File: src/huffman_code_builder_top_assert.svh
// Assertion macros for the Huffman code builder.
// No dependencies; taken in by the top level with an include.
`ifndef HUFFMAN_CODE_BUILDER_TOP_ASSERT_SVH
`define HUFFMAN_CODE_BUILDER_TOP_ASSERT_SVH

// condition holds at every edge out of reset
`define HFCB_ASSERT_ALWAYS(lbl, clk, rst, cond) \
   lbl: assert property (@(posedge clk) disable iff (rst) (cond)) \
      else $error("hfcb: invariant violated");

// condition implies a consequence on the next edge
`define HFCB_ASSERT_NEXT(lbl, clk, rst, ante, cons) \
   lbl: assert property (@(posedge clk) disable iff (rst) (ante) |=> (cons)) \
      else $error("hfcb: sequence violated");

`endif

File: src/hfcb_pkg.sv
// Shared types for the Huffman code builder.
// No dependencies.
package hfcb_pkg;

   typedef enum logic [2:0] {
      ST_LOAD,
      ST_POP,
      ST_MERGE,
      ST_FETCH,
      ST_VISIT,
      ST_STACK,
      ST_RESUME
   } hfcb_state_type;

   typedef enum logic [1:0] {
      CELL_HOLD,
      CELL_INSERT,
      CELL_POP2,
      CELL_CLEAR
   } hfcb_cell_op_type;

   localparam int SYMBOL_BITS = 8;
   localparam int FREQ_PORT_BITS = 16;
   localparam int CODE_BITS = 15;
   localparam int LEN_BITS = 4;

endpackage

File: src/hfcb_req_if.sv
// Word channels for the Huffman code builder: request and response.
// Depends on nothing; widths are the fixed field widths.
interface hfcb_req_if;
   logic        valid;
   logic        ready;
   logic [15:0] frequency;
   logic [7:0]  symbol;
   logic        final_item;

   modport source(output valid, frequency, symbol, final_item, input ready);
   modport sink(input valid, frequency, symbol, final_item, output ready);
endinterface

interface hfcb_rsp_if;
   logic        valid;
   logic        ready;
   logic [7:0]  leaf_symbol;
   logic [14:0] code_bits;
   logic [3:0]  code_length;
   logic        last_code;

   modport source(output valid, leaf_symbol, code_bits, code_length, last_code, input ready);
   modport sink(input valid, leaf_symbol, code_bits, code_length, last_code, output ready);
endinterface

File: src/hfcb_cell.sv
// One slot of the sorted node list: weight, node index, valid.
// Depends on hfcb_pkg.
module hfcb_cell #(
   parameter int WW = 20,
   parameter int IW = 5
) (
   input  logic                       clock,
   input  logic                       reset,
   input  hfcb_pkg::hfcb_cell_op_type op,
   input  logic [WW-1:0]              new_weight,
   input  logic [IW-1:0]              new_index,
   input  logic                       prev_ge,
   input  logic                       prev_valid,
   input  logic [WW-1:0]              prev_weight,
   input  logic [IW-1:0]              prev_index,
   input  logic                       far_valid,
   input  logic [WW-1:0]              far_weight,
   input  logic [IW-1:0]              far_index,
   output logic                       ge,
   output logic                       valid,
   output logic [WW-1:0]              weight,
   output logic [IW-1:0]              index
);
   import hfcb_pkg::*;

   logic          valid_ff, valid_in;
   logic [WW-1:0] weight_ff, weight_in;
   logic [IW-1:0] index_ff, index_in;

   // empty slot counts as past the end
   assign ge = !valid_ff || (weight_ff >= new_weight);

   always_comb begin
      valid_in  = valid_ff;
      weight_in = weight_ff;
      index_in  = index_ff;
      unique case (op)
         CELL_INSERT: begin
            if (prev_ge) begin
               valid_in  = prev_valid;
               weight_in = prev_weight;
               index_in  = prev_index;
            end else if (ge) begin
               valid_in  = 1'b1;
               weight_in = new_weight;
               index_in  = new_index;
            end
         end
         CELL_POP2: begin
            valid_in  = far_valid;
            weight_in = far_weight;
            index_in  = far_index;
         end
         CELL_CLEAR: valid_in = 1'b0;
         default: ;
      endcase
   end

   always_ff @(posedge clock) begin
      if (reset) begin
         valid_ff <= 1'b0;
      end else begin
         valid_ff <= valid_in;
      end
      weight_ff <= weight_in;
      index_ff  <= index_in;
   end

   assign valid  = valid_ff;
   assign weight = weight_ff;
   assign index  = index_ff;

endmodule

File: src/huffman_code_builder_top.sv
// Huffman code builder: loads one symbol word per cycle into a sorted chain of
// cells, merges the two lightest nodes (pop and merge states, n-1 merges), then
// walks the tree and emits one code word per leaf (fetch and visit states per node
// visited, stack and resume states after each leaf other than the last).
// Input is stalled from the final word until the last code word is registered.
// Reset clears control and cell valid bits only; node store and stack are not cleared.
module huffman_code_builder_top #(
   parameter int MAX_SYMBOLS = 16,
   parameter int FREQ_BITS   = 16
) (
   input  logic        clock,
   input  logic        reset,
   hfcb_req_if.sink    req_bus,
   hfcb_rsp_if.source  rsp_bus
);
   import hfcb_pkg::*;

   localparam int NODE_CAP = 2 * MAX_SYMBOLS;
   localparam int IW  = $clog2(NODE_CAP);              // node index
   localparam int WW  = FREQ_BITS + $clog2(MAX_SYMBOLS); // merged weight
   localparam int CW  = $clog2(MAX_SYMBOLS + 1);        // list fill / stack pointer
   localparam int SAW = $clog2(MAX_SYMBOLS);            // stack address
   localparam int NW  = 1 + 2 * IW + SYMBOL_BITS;       // node store word
   localparam int SEW = IW + CODE_BITS + LEN_BITS;      // stack entry
   localparam int FB16 = (FREQ_BITS < FREQ_PORT_BITS) ? FREQ_BITS : FREQ_PORT_BITS;
   localparam logic [FREQ_PORT_BITS-1:0] FMASK = {FREQ_PORT_BITS{1'b1}} >> (FREQ_PORT_BITS - FB16);

   // ---------------- control state
   hfcb_state_type state_ff, state_in;
   logic [CW-1:0]  active_ff, active_in;
   logic [IW-1:0]  node_cnt_ff, node_cnt_in;
   logic [CW-1:0]  sp_ff, sp_in;

   // merge operands
   logic [IW-1:0]  lo_idx_ff, lo_idx_in, hi_idx_ff, hi_idx_in;
   logic [WW-1:0]  lo_w_ff, lo_w_in, hi_w_ff, hi_w_in;

   // tree walk: current node, its code and length
   logic [IW-1:0]        cur_ff, cur_in;
   logic [CODE_BITS-1:0] code_ff, code_in;
   logic [LEN_BITS-1:0]  len_ff, len_in;

   // response word register
   logic                   rsp_valid_ff, rsp_valid_in;
   logic [SYMBOL_BITS-1:0] rsp_sym_ff, rsp_sym_in;
   logic [CODE_BITS-1:0]   rsp_code_ff, rsp_code_in;
   logic [LEN_BITS-1:0]    rsp_len_ff, rsp_len_in;
   logic                   rsp_last_ff, rsp_last_in;

   // ---------------- cell chain
   hfcb_cell_op_type   cell_op;
   logic [WW-1:0]      ins_weight;
   logic [IW-1:0]      ins_index;
   logic [MAX_SYMBOLS-1:0] cell_ge, cell_valid;
   logic [WW-1:0]      cell_weight [MAX_SYMBOLS];
   logic [IW-1:0]      cell_index  [MAX_SYMBOLS];

   genvar gi;
   generate
      for (gi = 0; gi < MAX_SYMBOLS; gi++) begin : g_cell
         logic          p_ge, p_valid, f_valid;
         logic [WW-1:0] p_weight, f_weight;
         logic [IW-1:0] p_index, f_index;
         if (gi == 0) begin : g_head
            assign p_ge = 1'b0;
            assign p_valid = 1'b0;
            assign p_weight = '0;
            assign p_index = '0;
         end else begin : g_body
            assign p_ge = cell_ge[gi-1];
            assign p_valid = cell_valid[gi-1];
            assign p_weight = cell_weight[gi-1];
            assign p_index = cell_index[gi-1];
         end
         if (gi + 2 < MAX_SYMBOLS) begin : g_far
            assign f_valid = cell_valid[gi+2];
            assign f_weight = cell_weight[gi+2];
            assign f_index = cell_index[gi+2];
         end else begin : g_tail
            assign f_valid = 1'b0;
            assign f_weight = '0;
            assign f_index = '0;
         end
         hfcb_cell #(.WW(WW), .IW(IW)) u_cell (
            .clock(clock), .reset(reset), .op(cell_op),
            .new_weight(ins_weight), .new_index(ins_index),
            .prev_ge(p_ge), .prev_valid(p_valid), .prev_weight(p_weight),
            .prev_index(p_index), .far_valid(f_valid), .far_weight(f_weight),
            .far_index(f_index), .ge(cell_ge[gi]), .valid(cell_valid[gi]),
            .weight(cell_weight[gi]), .index(cell_index[gi])
         );
      end
   endgenerate

   // ---------------- node store and walk stack
   logic [NW-1:0]  node_mem [NODE_CAP];
   logic [NW-1:0]  node_rd_ff;
   logic           node_we;
   logic [IW-1:0]  node_wa;
   logic [NW-1:0]  node_wd;

   logic [SEW-1:0] stack_mem [MAX_SYMBOLS];
   logic [SEW-1:0] stack_rd_ff;
   logic           stack_we;
   logic [SEW-1:0] stack_wd;

   always_ff @(posedge clock) begin
      if (node_we) begin
         node_mem[node_wa] <= node_wd;
      end
      node_rd_ff <= node_mem[cur_ff];
      if (stack_we) begin
         stack_mem[sp_ff[SAW-1:0]] <= stack_wd;
      end
      stack_rd_ff <= stack_mem[sp_ff[SAW-1:0]];
   end

   // node word: leaf flag, left, right, symbol
   logic                   nd_leaf;
   logic [IW-1:0]          nd_left, nd_right;
   logic [SYMBOL_BITS-1:0] nd_sym;
   assign {nd_leaf, nd_left, nd_right, nd_sym} = node_rd_ff;

   logic                 req_take, can_load, out_free;
   logic [FREQ_PORT_BITS-1:0] freq_masked;
   logic [CW-1:0]        active_after_load;

   assign freq_masked = req_bus.frequency & FMASK;
   assign req_take    = req_bus.valid && (state_ff == ST_LOAD);
   assign can_load    = node_cnt_ff < IW'(MAX_SYMBOLS);
   assign out_free    = !rsp_valid_ff || rsp_bus.ready;
   assign active_after_load = active_ff + CW'(can_load);

   // ---------------- next state
   always_comb begin
      state_in = state_ff;
      unique case (state_ff)
         ST_LOAD: begin
            if (req_take && req_bus.final_item && (active_after_load != '0)) begin
               state_in = ST_POP;
            end
         end
         ST_POP: state_in = (active_ff > CW'(1)) ? ST_MERGE : ST_FETCH;
         ST_MERGE: state_in = ST_POP;
         ST_FETCH: state_in = ST_VISIT;
         ST_VISIT: begin
            if (!nd_leaf) begin
               state_in = ST_FETCH;
            end else if (out_free) begin
               state_in = (sp_ff == '0) ? ST_LOAD : ST_STACK;
            end
         end
         ST_STACK: state_in = ST_RESUME;
         ST_RESUME: state_in = ST_FETCH;
         default: state_in = ST_LOAD;
      endcase
   end

   // ---------------- outputs and datapath
   always_comb begin
      cell_op     = CELL_HOLD;
      ins_weight  = lo_w_ff + hi_w_ff;
      ins_index   = node_cnt_ff;
      node_we     = 1'b0;
      node_wa     = node_cnt_ff;
      node_wd     = {1'b0, lo_idx_ff, hi_idx_ff, {SYMBOL_BITS{1'b0}}};
      stack_we    = 1'b0;
      stack_wd    = {nd_right, code_ff[CODE_BITS-2:0], 1'b1, len_ff + LEN_BITS'(1)};
      active_in   = active_ff;
      node_cnt_in = node_cnt_ff;
      sp_in       = sp_ff;
      lo_idx_in   = lo_idx_ff;
      hi_idx_in   = hi_idx_ff;
      lo_w_in     = lo_w_ff;
      hi_w_in     = hi_w_ff;
      cur_in      = cur_ff;
      code_in     = code_ff;
      len_in      = len_ff;
      rsp_valid_in = rsp_valid_ff && !rsp_bus.ready;
      rsp_sym_in  = rsp_sym_ff;
      rsp_code_in = rsp_code_ff;
      rsp_len_in  = rsp_len_ff;
      rsp_last_in = rsp_last_ff;
      unique case (state_ff)
         ST_LOAD: begin
            if (req_take) begin
               if (can_load) begin
                  cell_op     = CELL_INSERT;
                  ins_weight  = WW'(freq_masked);
                  node_we     = 1'b1;
                  node_wd     = {1'b1, {IW{1'b0}}, {IW{1'b0}}, req_bus.symbol};
                  active_in   = active_after_load;
                  node_cnt_in = node_cnt_ff + IW'(1);
               end else if (req_bus.final_item && (active_ff == '0)) begin
                  cell_op = CELL_CLEAR;
               end
               if (req_bus.final_item && (active_after_load == '0)) begin
                  active_in   = '0;
                  node_cnt_in = '0;
               end
            end
         end
         ST_POP: begin
            if (active_ff > CW'(1)) begin
               cell_op   = CELL_POP2;
               lo_idx_in = cell_index[0];
               lo_w_in   = cell_weight[0];
               hi_idx_in = cell_index[1];
               hi_w_in   = cell_weight[1];
               active_in = active_ff - CW'(2);
            end else begin
               cur_in  = cell_index[0];
               code_in = '0;
               len_in  = '0;
               sp_in   = '0;
            end
         end
         ST_MERGE: begin
            cell_op     = CELL_INSERT;
            node_we     = 1'b1;
            active_in   = active_ff + CW'(1);
            node_cnt_in = node_cnt_ff + IW'(1);
         end
         ST_VISIT: begin
            if (!nd_leaf) begin
               stack_we = 1'b1;
               sp_in    = sp_ff + CW'(1);
               cur_in   = nd_left;
               code_in  = {code_ff[CODE_BITS-2:0], 1'b0};
               len_in   = len_ff + LEN_BITS'(1);
            end else if (out_free) begin
               rsp_valid_in = 1'b1;
               rsp_sym_in   = nd_sym;
               rsp_code_in  = code_ff;
               rsp_len_in   = len_ff;
               rsp_last_in  = (sp_ff == '0);
               if (sp_ff == '0) begin
                  cell_op     = CELL_CLEAR;
                  active_in   = '0;
                  node_cnt_in = '0;
               end else begin
                  sp_in = sp_ff - CW'(1);
               end
            end
         end
         ST_RESUME: begin
            {cur_in, code_in, len_in} = stack_rd_ff;
         end
         default: ;
      endcase
   end

   always_ff @(posedge clock) begin
      if (reset) begin
         state_ff     <= ST_LOAD;
         active_ff    <= '0;
         node_cnt_ff  <= '0;
         sp_ff        <= '0;
         rsp_valid_ff <= 1'b0;
      end else begin
         state_ff     <= state_in;
         active_ff    <= active_in;
         node_cnt_ff  <= node_cnt_in;
         sp_ff        <= sp_in;
         rsp_valid_ff <= rsp_valid_in;
      end
      lo_idx_ff   <= lo_idx_in;
      hi_idx_ff   <= hi_idx_in;
      lo_w_ff     <= lo_w_in;
      hi_w_ff     <= hi_w_in;
      cur_ff      <= cur_in;
      code_ff     <= code_in;
      len_ff      <= len_in;
      rsp_sym_ff  <= rsp_sym_in;
      rsp_code_ff <= rsp_code_in;
      rsp_len_ff  <= rsp_len_in;
      rsp_last_ff <= rsp_last_in;
   end

   // ---------------- ports
   assign req_bus.ready       = (state_ff == ST_LOAD);
   assign rsp_bus.valid       = rsp_valid_ff;
   assign rsp_bus.leaf_symbol = rsp_sym_ff;
   assign rsp_bus.code_bits   = rsp_code_ff;
   assign rsp_bus.code_length = rsp_len_ff;
   assign rsp_bus.last_code   = rsp_last_ff;

   // ---------------- checks
   `include "huffman_code_builder_top_assert.svh"

   // fill count tracks the occupied cells
   `HFCB_ASSERT_ALWAYS(a_fill_matches, clock, reset, $countones(cell_valid) == active_ff)
   // occupied cells form an unbroken run from the head
   `HFCB_ASSERT_ALWAYS(a_cells_packed, clock, reset, (cell_valid & (cell_valid + MAX_SYMBOLS'(1))) == '0)
   // a merge never overfills the list
   `HFCB_ASSERT_NEXT(a_merge_room, clock, reset, state_ff == ST_MERGE, active_ff != '0 && active_ff <= CW'(MAX_SYMBOLS))

endmodule
File: src/flat_wrapper.sv
// flat-port wrapper written by rule: the top's interface ports become plain ports
module huffman_code_builder_top_flat import hfcb_pkg::*;
#(
   parameter int MAX_SYMBOLS = 16,
   parameter int FREQ_BITS   = 16
)
  (clock, reset, req_bus_valid, req_bus_frequency, req_bus_symbol, req_bus_final_item, req_bus_ready, rsp_bus_valid, rsp_bus_leaf_symbol, rsp_bus_code_bits, rsp_bus_code_length, rsp_bus_last_code, rsp_bus_ready);
  hfcb_req_if req_bus_i ();
  hfcb_rsp_if rsp_bus_i ();
  input  logic clock;
  input  logic reset;
  input wire logic [$bits(req_bus_i.valid)-1:0] req_bus_valid;
  input wire logic [$bits(req_bus_i.frequency)-1:0] req_bus_frequency;
  input wire logic [$bits(req_bus_i.symbol)-1:0] req_bus_symbol;
  input wire logic [$bits(req_bus_i.final_item)-1:0] req_bus_final_item;
  output wire logic [$bits(req_bus_i.ready)-1:0] req_bus_ready;
  output wire logic [$bits(rsp_bus_i.valid)-1:0] rsp_bus_valid;
  output wire logic [$bits(rsp_bus_i.leaf_symbol)-1:0] rsp_bus_leaf_symbol;
  output wire logic [$bits(rsp_bus_i.code_bits)-1:0] rsp_bus_code_bits;
  output wire logic [$bits(rsp_bus_i.code_length)-1:0] rsp_bus_code_length;
  output wire logic [$bits(rsp_bus_i.last_code)-1:0] rsp_bus_last_code;
  input wire logic [$bits(rsp_bus_i.ready)-1:0] rsp_bus_ready;
  assign req_bus_i.valid = req_bus_valid;
  assign req_bus_i.frequency = req_bus_frequency;
  assign req_bus_i.symbol = req_bus_symbol;
  assign req_bus_i.final_item = req_bus_final_item;
  assign req_bus_ready = req_bus_i.ready;
  assign rsp_bus_valid = rsp_bus_i.valid;
  assign rsp_bus_leaf_symbol = rsp_bus_i.leaf_symbol;
  assign rsp_bus_code_bits = rsp_bus_i.code_bits;
  assign rsp_bus_code_length = rsp_bus_i.code_length;
  assign rsp_bus_last_code = rsp_bus_i.last_code;
  assign rsp_bus_i.ready = rsp_bus_ready;
  huffman_code_builder_top #(.MAX_SYMBOLS(MAX_SYMBOLS), .FREQ_BITS(FREQ_BITS)) u_core (.clock(clock), .reset(reset), .req_bus(req_bus_i), .rsp_bus(rsp_bus_i));
endmodule
File: config.mk
export PLATFORM = sky130hd
export DESIGN_NAME = huffman_code_builder_top_flat
export DESIGN_NICKNAME = d
export VERILOG_FILES = /design/src/hfcb_pkg.sv /design/src/hfcb_req_if.sv /design/src/hfcb_cell.sv /design/src/huffman_code_builder_top.sv /design/src/flat_wrapper.sv
export VERILOG_INCLUDE_DIRS = /design/src /design/src/src
export SDC_FILE = /design/constraint.sdc
export NUM_CORES = 2
export LEC_CHECK = 0
export CAP_MARGIN = 20
export CORE_UTILIZATION = 50
export CTS_BUF_LIST = sky130_fd_sc_hd__clkbuf_4 sky130_fd_sc_hd__clkbuf_8
export DETAILED_ROUTE_END_ITERATION = 10
export DONT_BUFFER_PORTS = 1
export SYNTH_ARGS = -nofsm -noshare
export SYNTH_HDL_FRONTEND = slang
export SYNTH_SLANG_ARGS = --single-unit
File: constraint.sdc
create_clock -name clock -period 7.9 [get_ports clock]
set_input_delay 1.58 -clock clock [delete_from_list [all_inputs] [get_ports clock]]
set_output_delay 1.58 -clock clock [all_outputs]
set_load 0.01 [all_outputs]
# == Yosys cells after proc, flatten, opt, wreduce, memory -nomap -nowiden ==
# Memory sizes are Yosys's and may differ from the RTL's. A register that Yosys moved wholly into a read port is not among the register bits.
# Index checks and enable logic that the tools add are counted.
# W data, S select, Z words.
# word_totals
regBits,561
ramBits,976
mem_bits_ro,0
input_bits,29
latch_bits,0
mem_count,2
# classes
n_shift,0
n_mul,0
n_eq_ne,36
muxes,199
div_mod_pow,0
bitwise_logic,0
add_sub_neg,8
order_cmp,18
reduce_logical,93
# memory_table
memory,words,width,read_ports,rd_ports_with_merged_regs,write_ports,line_no,rtl
u_core.node_mem,32,19,1,1,1,huffman_code_builder_top.sv:96,logic [NW-1:0] node_mem [NODE_CAP];
u_core.stack_mem,16,23,1,1,1,huffman_code_builder_top.sv:102,logic [SEW-1:0] stack_mem [MAX_SYMBOLS];
# op_table
operator,n
$mux W20,34
$pmux W20 S2,16
$ge A20 B20 Y1,16
$mux W5,47
$pmux W5 S2,17
$reduce_and A2 Y1,34
$mux W19,3
$ne A3 B3 Y1 const B,15
$pmux W15 S3,1
$mux W1,43
$pmux W1 S3,14
$mux W15,2
$pmux W5 S3,2
$pmux W3 S7,1
$add A20 B20 Y20,1
$pmux W5 S4,1
$logic_not A1 Y1,18
$logic_or A1 B1 Y1,17
$add A5 B1 Y5 const B,3
$logic_not A5 Y1,3
$mux W2,7
$mux W3,4
$ne A2 B1 Y1 const B,6
$pmux W4 S3,1
28 further kinds,48

# == Longest topological paths before layout ==
# logic_depth
depth_word,10
depth_mapped,19

# == By module ==
# From an unflattened synthesis, not the netlist that was laid out.
# hier_totals
hier_cells,5105
hier_area_um2,74041.0
# modules_own_cells
mod,seq_area_each_um2,area_each_um2,cells_each,instances
huffman_code_builder_top,33592.2,44152.3,2049,1
hfcb_cell,770.7,1868.0,191,16

# == Worst setup path after synthesis ==
# No wires, ideal clock.
# synth_timing
path_kind,input -> register
start,input req_bus_valid
end,register u_core.g_cell[15].u_cell.index_ff[0] (enable)
n_path_buf,2
path_slack_ns,1.737
arrival_time_ns,5.721
setup_time_ns,0.442
path_stages,15
path_cell_list,nand2_2 -> inv_2 -> buf_4 -> buf_6 -> nand2_1 -> o31ai_1 -> inv_1 -> ha_1 -> nand2_1 -> nor3_1 -> o31ai_1 -> a2111oi_0 -> nor3_2 -> o211a_1 -> o21ai_0
# synth_via
elab_chain_cells,7
word_cells_on_any_way,14
classes_between,order compare: 2; eq/ne: 3; mux: 4; reduce/logical: 5
# synth_rtl
item,line_no,rtl
start: declaration,flat_wrapper.sv:12,input wire logic [$bits(req_bus_i.valid)-1:0] req_bus_valid;
$logic_and A1 B1 Y1 (*),huffman_code_builder_top.sv:129,assign req_take = req_bus.valid && (state_ff == ST_LOAD);
$mux W20,huffman_code_builder_top.sv:186,if (req_take) begin
$mux W20,huffman_code_builder_top.sv:184,unique case (state_ff)
$ge A20 B20 Y1,hfcb_cell.sv:31,assign ge = !valid_ff || (weight_ff >= new_weight);
$logic_or A1 B1 Y1,hfcb_cell.sv:31,
$ne A3 B3 Y1 (no line),--,
$reduce_and A2 Y1 (no line) (*),--,
end signal: assignment,hfcb_cell.sv:66,index_ff <= index_in;
end: declaration,hfcb_cell.sv:28,"logic [IW-1:0] index_ff, index_in;"
# Every way passes the cells marked *; elsewhere a longest branch is shown, timed or not.
# A chain may end at the register's enable or synchronous reset.

# == Final worst setup path ==
# layout_timing
start,register u_core.state_ff[0]
end,register u_core.g_cell[7].u_cell.weight_ff[3] (enable)
# layout_via
elab_chain_cells,8
word_cells_on_any_way,18
classes_between,order compare: 2; eq/ne: 6; mux: 4; reduce/logical: 6
# layout_rtl
item,line_no,rtl
start: declaration,huffman_code_builder_top.sv:29,"hfcb_state_type state_ff, state_in;"
start signal: assignment,huffman_code_builder_top.sv:261,state_ff <= state_in;
$logic_not A3 Y1,"huffman_code_builder_top.sv:129, huffman_code_builder_top.sv:184",
$logic_and A1 B1 Y1,huffman_code_builder_top.sv:129,
$mux W20,huffman_code_builder_top.sv:186,
$mux W20,huffman_code_builder_top.sv:184,
$ge A20 B20 Y1,hfcb_cell.sv:31,
$logic_or A1 B1 Y1,hfcb_cell.sv:31,
$ne A3 B3 Y1 (no line),--,
$reduce_and A2 Y1 (no line) (*),--,
end signal: assignment,hfcb_cell.sv:65,weight_ff <= weight_in;
end: declaration,hfcb_cell.sv:27,"logic [WW-1:0] weight_ff, weight_in;"
# Marked as above.

==> impl_metrics.toml <==
[run_status]
status = "finished, final reports clean"

[pwr]
p_leak_nw = 27.4
power_density_mw_per_mm2 = 384
peakVddDrop_mv = 0.252

[cts]
ctsLongestPathBuffers = 4
root_buffer = "clkbuf_8"
ctsHoldBuffers = 0
cts_setup_buffers = 0
cts_tree = "built"
clkTransAtPathRegs_ns = 0.06
numCtsBuffers = 279
htreeDepth = 5
cts_resized = 0
insertion_delay_ns = 1.00
cts.sinks = 1555

[timing]
rsz0062_at_grt = "false"
setup_viol_count_final = 0
finClkSkew_ns = 0.0549
worst_slack_ns = 1.10
worstMarginPinSlew_ns = 1.14
post-route-period-util_pct = 86.1
tns_ns = 0
period_minus_slack_ns = 6.80
slew-limit-headroom_pct = 23.5
slew_viol_final = 0
max_freq_mhz = 147
hold_violations = 0

[setup_path]
crit_buf_inv = 4
r2r_cells = 15
crit_cells = 15
end_kind = "register"
critPathLaunch = "u_core.state_ff[0]"
crit_type = "reg2reg"
crit_family = "compound AO/OA/AOI/OAI gates"
cp-endpoint = "u_core.g_cell[7].u_cell.weight[3]"
worst_ep_required_time_ns = 8.61
cp_slowest_cell = "nor4_4"
rrSetupSlack_ns = 1.10
crit_chain = "nor4_4, nand2_2, inv_2, nand2_1, o21ai_1, inv_1, ha_1, a2111oi_0, o21ai_0, a31oi_1, o41ai_4, buf_4, o21ai_1, nand2_1, buf_4"
crit_path_max_fanout = 42
rr_endpoint = "u_core.g_cell[7].u_cell.weight[3]"
cpPeakStageDelay_ns = 0.82
worstSetupStartpointType = "register"
critPathArrivalTime_ns = 7.51
r2r_start = "u_core.state_ff[0]"

[global_routing]
grt_max_degree = 220
antenna_found_initial = 4
grt_usage_pct = 26.0
globalRouteOverflowTotal = 0
grt_pass1_wl_um = 280000
grt_pass1_vias = 43900

[route]
drtIter0Drc = 3753
drc = 0
via_count = 42500
routed_wl_um = 188000
drtAntennaViolNets = 0
viasPerCell = 6.13
first_pass_iters = 5
detail_route.wl_per_cell_um = 27.1

[yosys]
ys_ff_latch = 1555
ys_warn_count = 0
netlist_area_mm2 = 0.0713
synth_nets = 5104
async_flop_share_pct = 0
synthCells = 4719
yosysSeqAreaShare_pct = 64.4
synthFlopType = "edfxtp_1"
synth-edff-count = 1478
synth_cell_types = 81
syn_area_per_cell_um2 = 15.1

[die]
die_w_um = 380
fp.dieH_um = 380
dieArea_mm2 = 0.144
core_mm2 = 0.142
rows = 138
initial_core_util_pct = 50.4
ioPinCount = 59

[job]
maxCapViolations = 0

[final_layout]
area_growth_pct = 11.4
fin_nets = 5245
final_cells = 6943
layout_common_cells = "1,478 x edfxtp_1, 441 x nand2_1, 354 x ha_1"
mostFrequentLayoutCell = "edfxtp_1"
drive_gt1_share_pct = 19.7

[worst_hold_path]
hold_depth = 0
hp-class = "reg2reg"

[placement]
portBuffers = 0
placed_cells = 6453
gp_congestion = 0.831
place_hpwl_um = 116000
post-place-ws_ns = 0.788
[cell type report]
class | instances | area [um2]
clock buffer | 392 | 4790
fill | 11400 | 62200
clock inverter | 77 | 417
multi-input combinational | 2827 | 24300
inverter | 56 | 218
timing repair buffer | 141 | 1390
tap | 1890 | 2360
antenna | 5 | 12.5
sequential | 1555 | 45900
[cell usage after synthesis, types with 12 or more instances]
library cell  count  share of area [%]
o211ai_1        210                2.2
buf_4            13               0.14
or3_1            14               0.12
a31oi_1          34               0.30
clkbuf_1        167               0.88
a21o_1           43               0.45
nand4_1          45               0.39
nor2_1          234                1.2
mux2_2           21               0.33
edfxtp_1       1478                 62
o21ai_1          31               0.22
o31ai_1          21               0.22
nand2_1         442                2.3
mux4_2          305                9.6
a2111oi_0        13               0.16
a211o_1          13               0.16
buf_2            64               0.45
ha_1            354                6.2
nor3_1           29               0.20
o221ai_1         12               0.15
nand2b_1         38               0.33
o21a_1           19               0.20
mux2i_1         127                1.8
a211oi_1         46               0.48
o21ai_0         185                1.3
nand3_1         261                1.8
inv_1            52               0.27
and2_1           20               0.18
buf_1            31               0.16
dfxtp_1          77                2.2
nor2b_1          18               0.16
a21oi_1         131               0.92
and3_1           21               0.18
[per-stage QoR]
step	util [%]	hold slack, ns	cell area, um2	total power [mW]
2_1_floorplan	-	0.386	71300	19.6
3_3_place_gp	52.1	0.386	73800	23.0
3_5_place_dp	52.2	0.398	73900	23.3
4_1_cts	55.8	0.407	79100	30.6
5_1_grt	56.1	0.417	79400	32.3
6_report	56.1	0.403	79400	30.5
[state kept, by name, summed over array words and instances (netlist names), 8 cells and up]
signal / cells
u_core.g_cell.u_cell.index: 80
u_core.rsp_bus.leaf_symbol: 8
u_core.g_cell.u_cell.valid: 16
u_core.stack_mem: 368
u_core.lo_w_ff: 20
u_core.g_cell.u_cell.weight: 320
u_core.node_mem: 608
u_core.code_ff: 15
u_core.hi_w_ff: 20
u_core.stack_rd_ff: 23
u_core.rsp_bus.code_bits: 15
u_core.node_rd_ff: 19
[power by group]
part | switching (mW) | internal, mW
clock network | 3.23 | 3.98
logic | 6.27 | 3.96
registers | 1.48 | 11.6
total | 11.0 | 19.5
[kinds of logic (layout without fill, tap and decap cells)]
kind of cell / Yosys count / count (layout) / synth area share [%]
adders and majority gates: 357 / 357 / 6.28
DFF: 1555 / 1555 / 64.4
and+or+nand+nor: 1162 / 1162 / 7.40
buffers and inverters: 337 / 666 / 2.02
muxes: 456 / 456 / 11.8
xor gates and xnor gates: 22 / 22 / 0.270
other: 0 / 5 / 0
AOI/OAI and AO/OA: 830 / 830 / 7.79
[worst min path at each step]
stage | startpoint | end | slack [ns]
CTS | u_core.node_rd_ff[4] | u_core.rsp_bus.leaf_symbol[4] | 0.41
detailed placement | u_core.node_rd_ff[4] | u_core.rsp_bus.leaf_symbol[4] | 0.40
global route | u_core.node_rd_ff[4] | u_core.rsp_bus.leaf_symbol[4] | 0.42
finish | u_core.node_rd_ff[4] | u_core.rsp_bus.leaf_symbol[4] | 0.40
floorplan | u_core.node_rd_ff[0] | u_core.rsp_bus.leaf_symbol[0] | 0.39
global placement | u_core.node_rd_ff[0] | u_core.rsp_bus.leaf_symbol[0] | 0.39
[metal layers]
metal | global-route usage (%) | part of all wire (%) | vias up | routed length, um
li1 | - | - | 19100 | -
met5 | 0 | 0 | - | 0
met1 | 33.8 | 41 | 21900 | 77200
met4 | 10.3 | 3.5 | 0 | 6600
met2 | 43.6 | 50 | 1262 | 94200
met3 | 4.24 | 5.3 | 306 | 9940
Power figures use the tool's default switching activity.
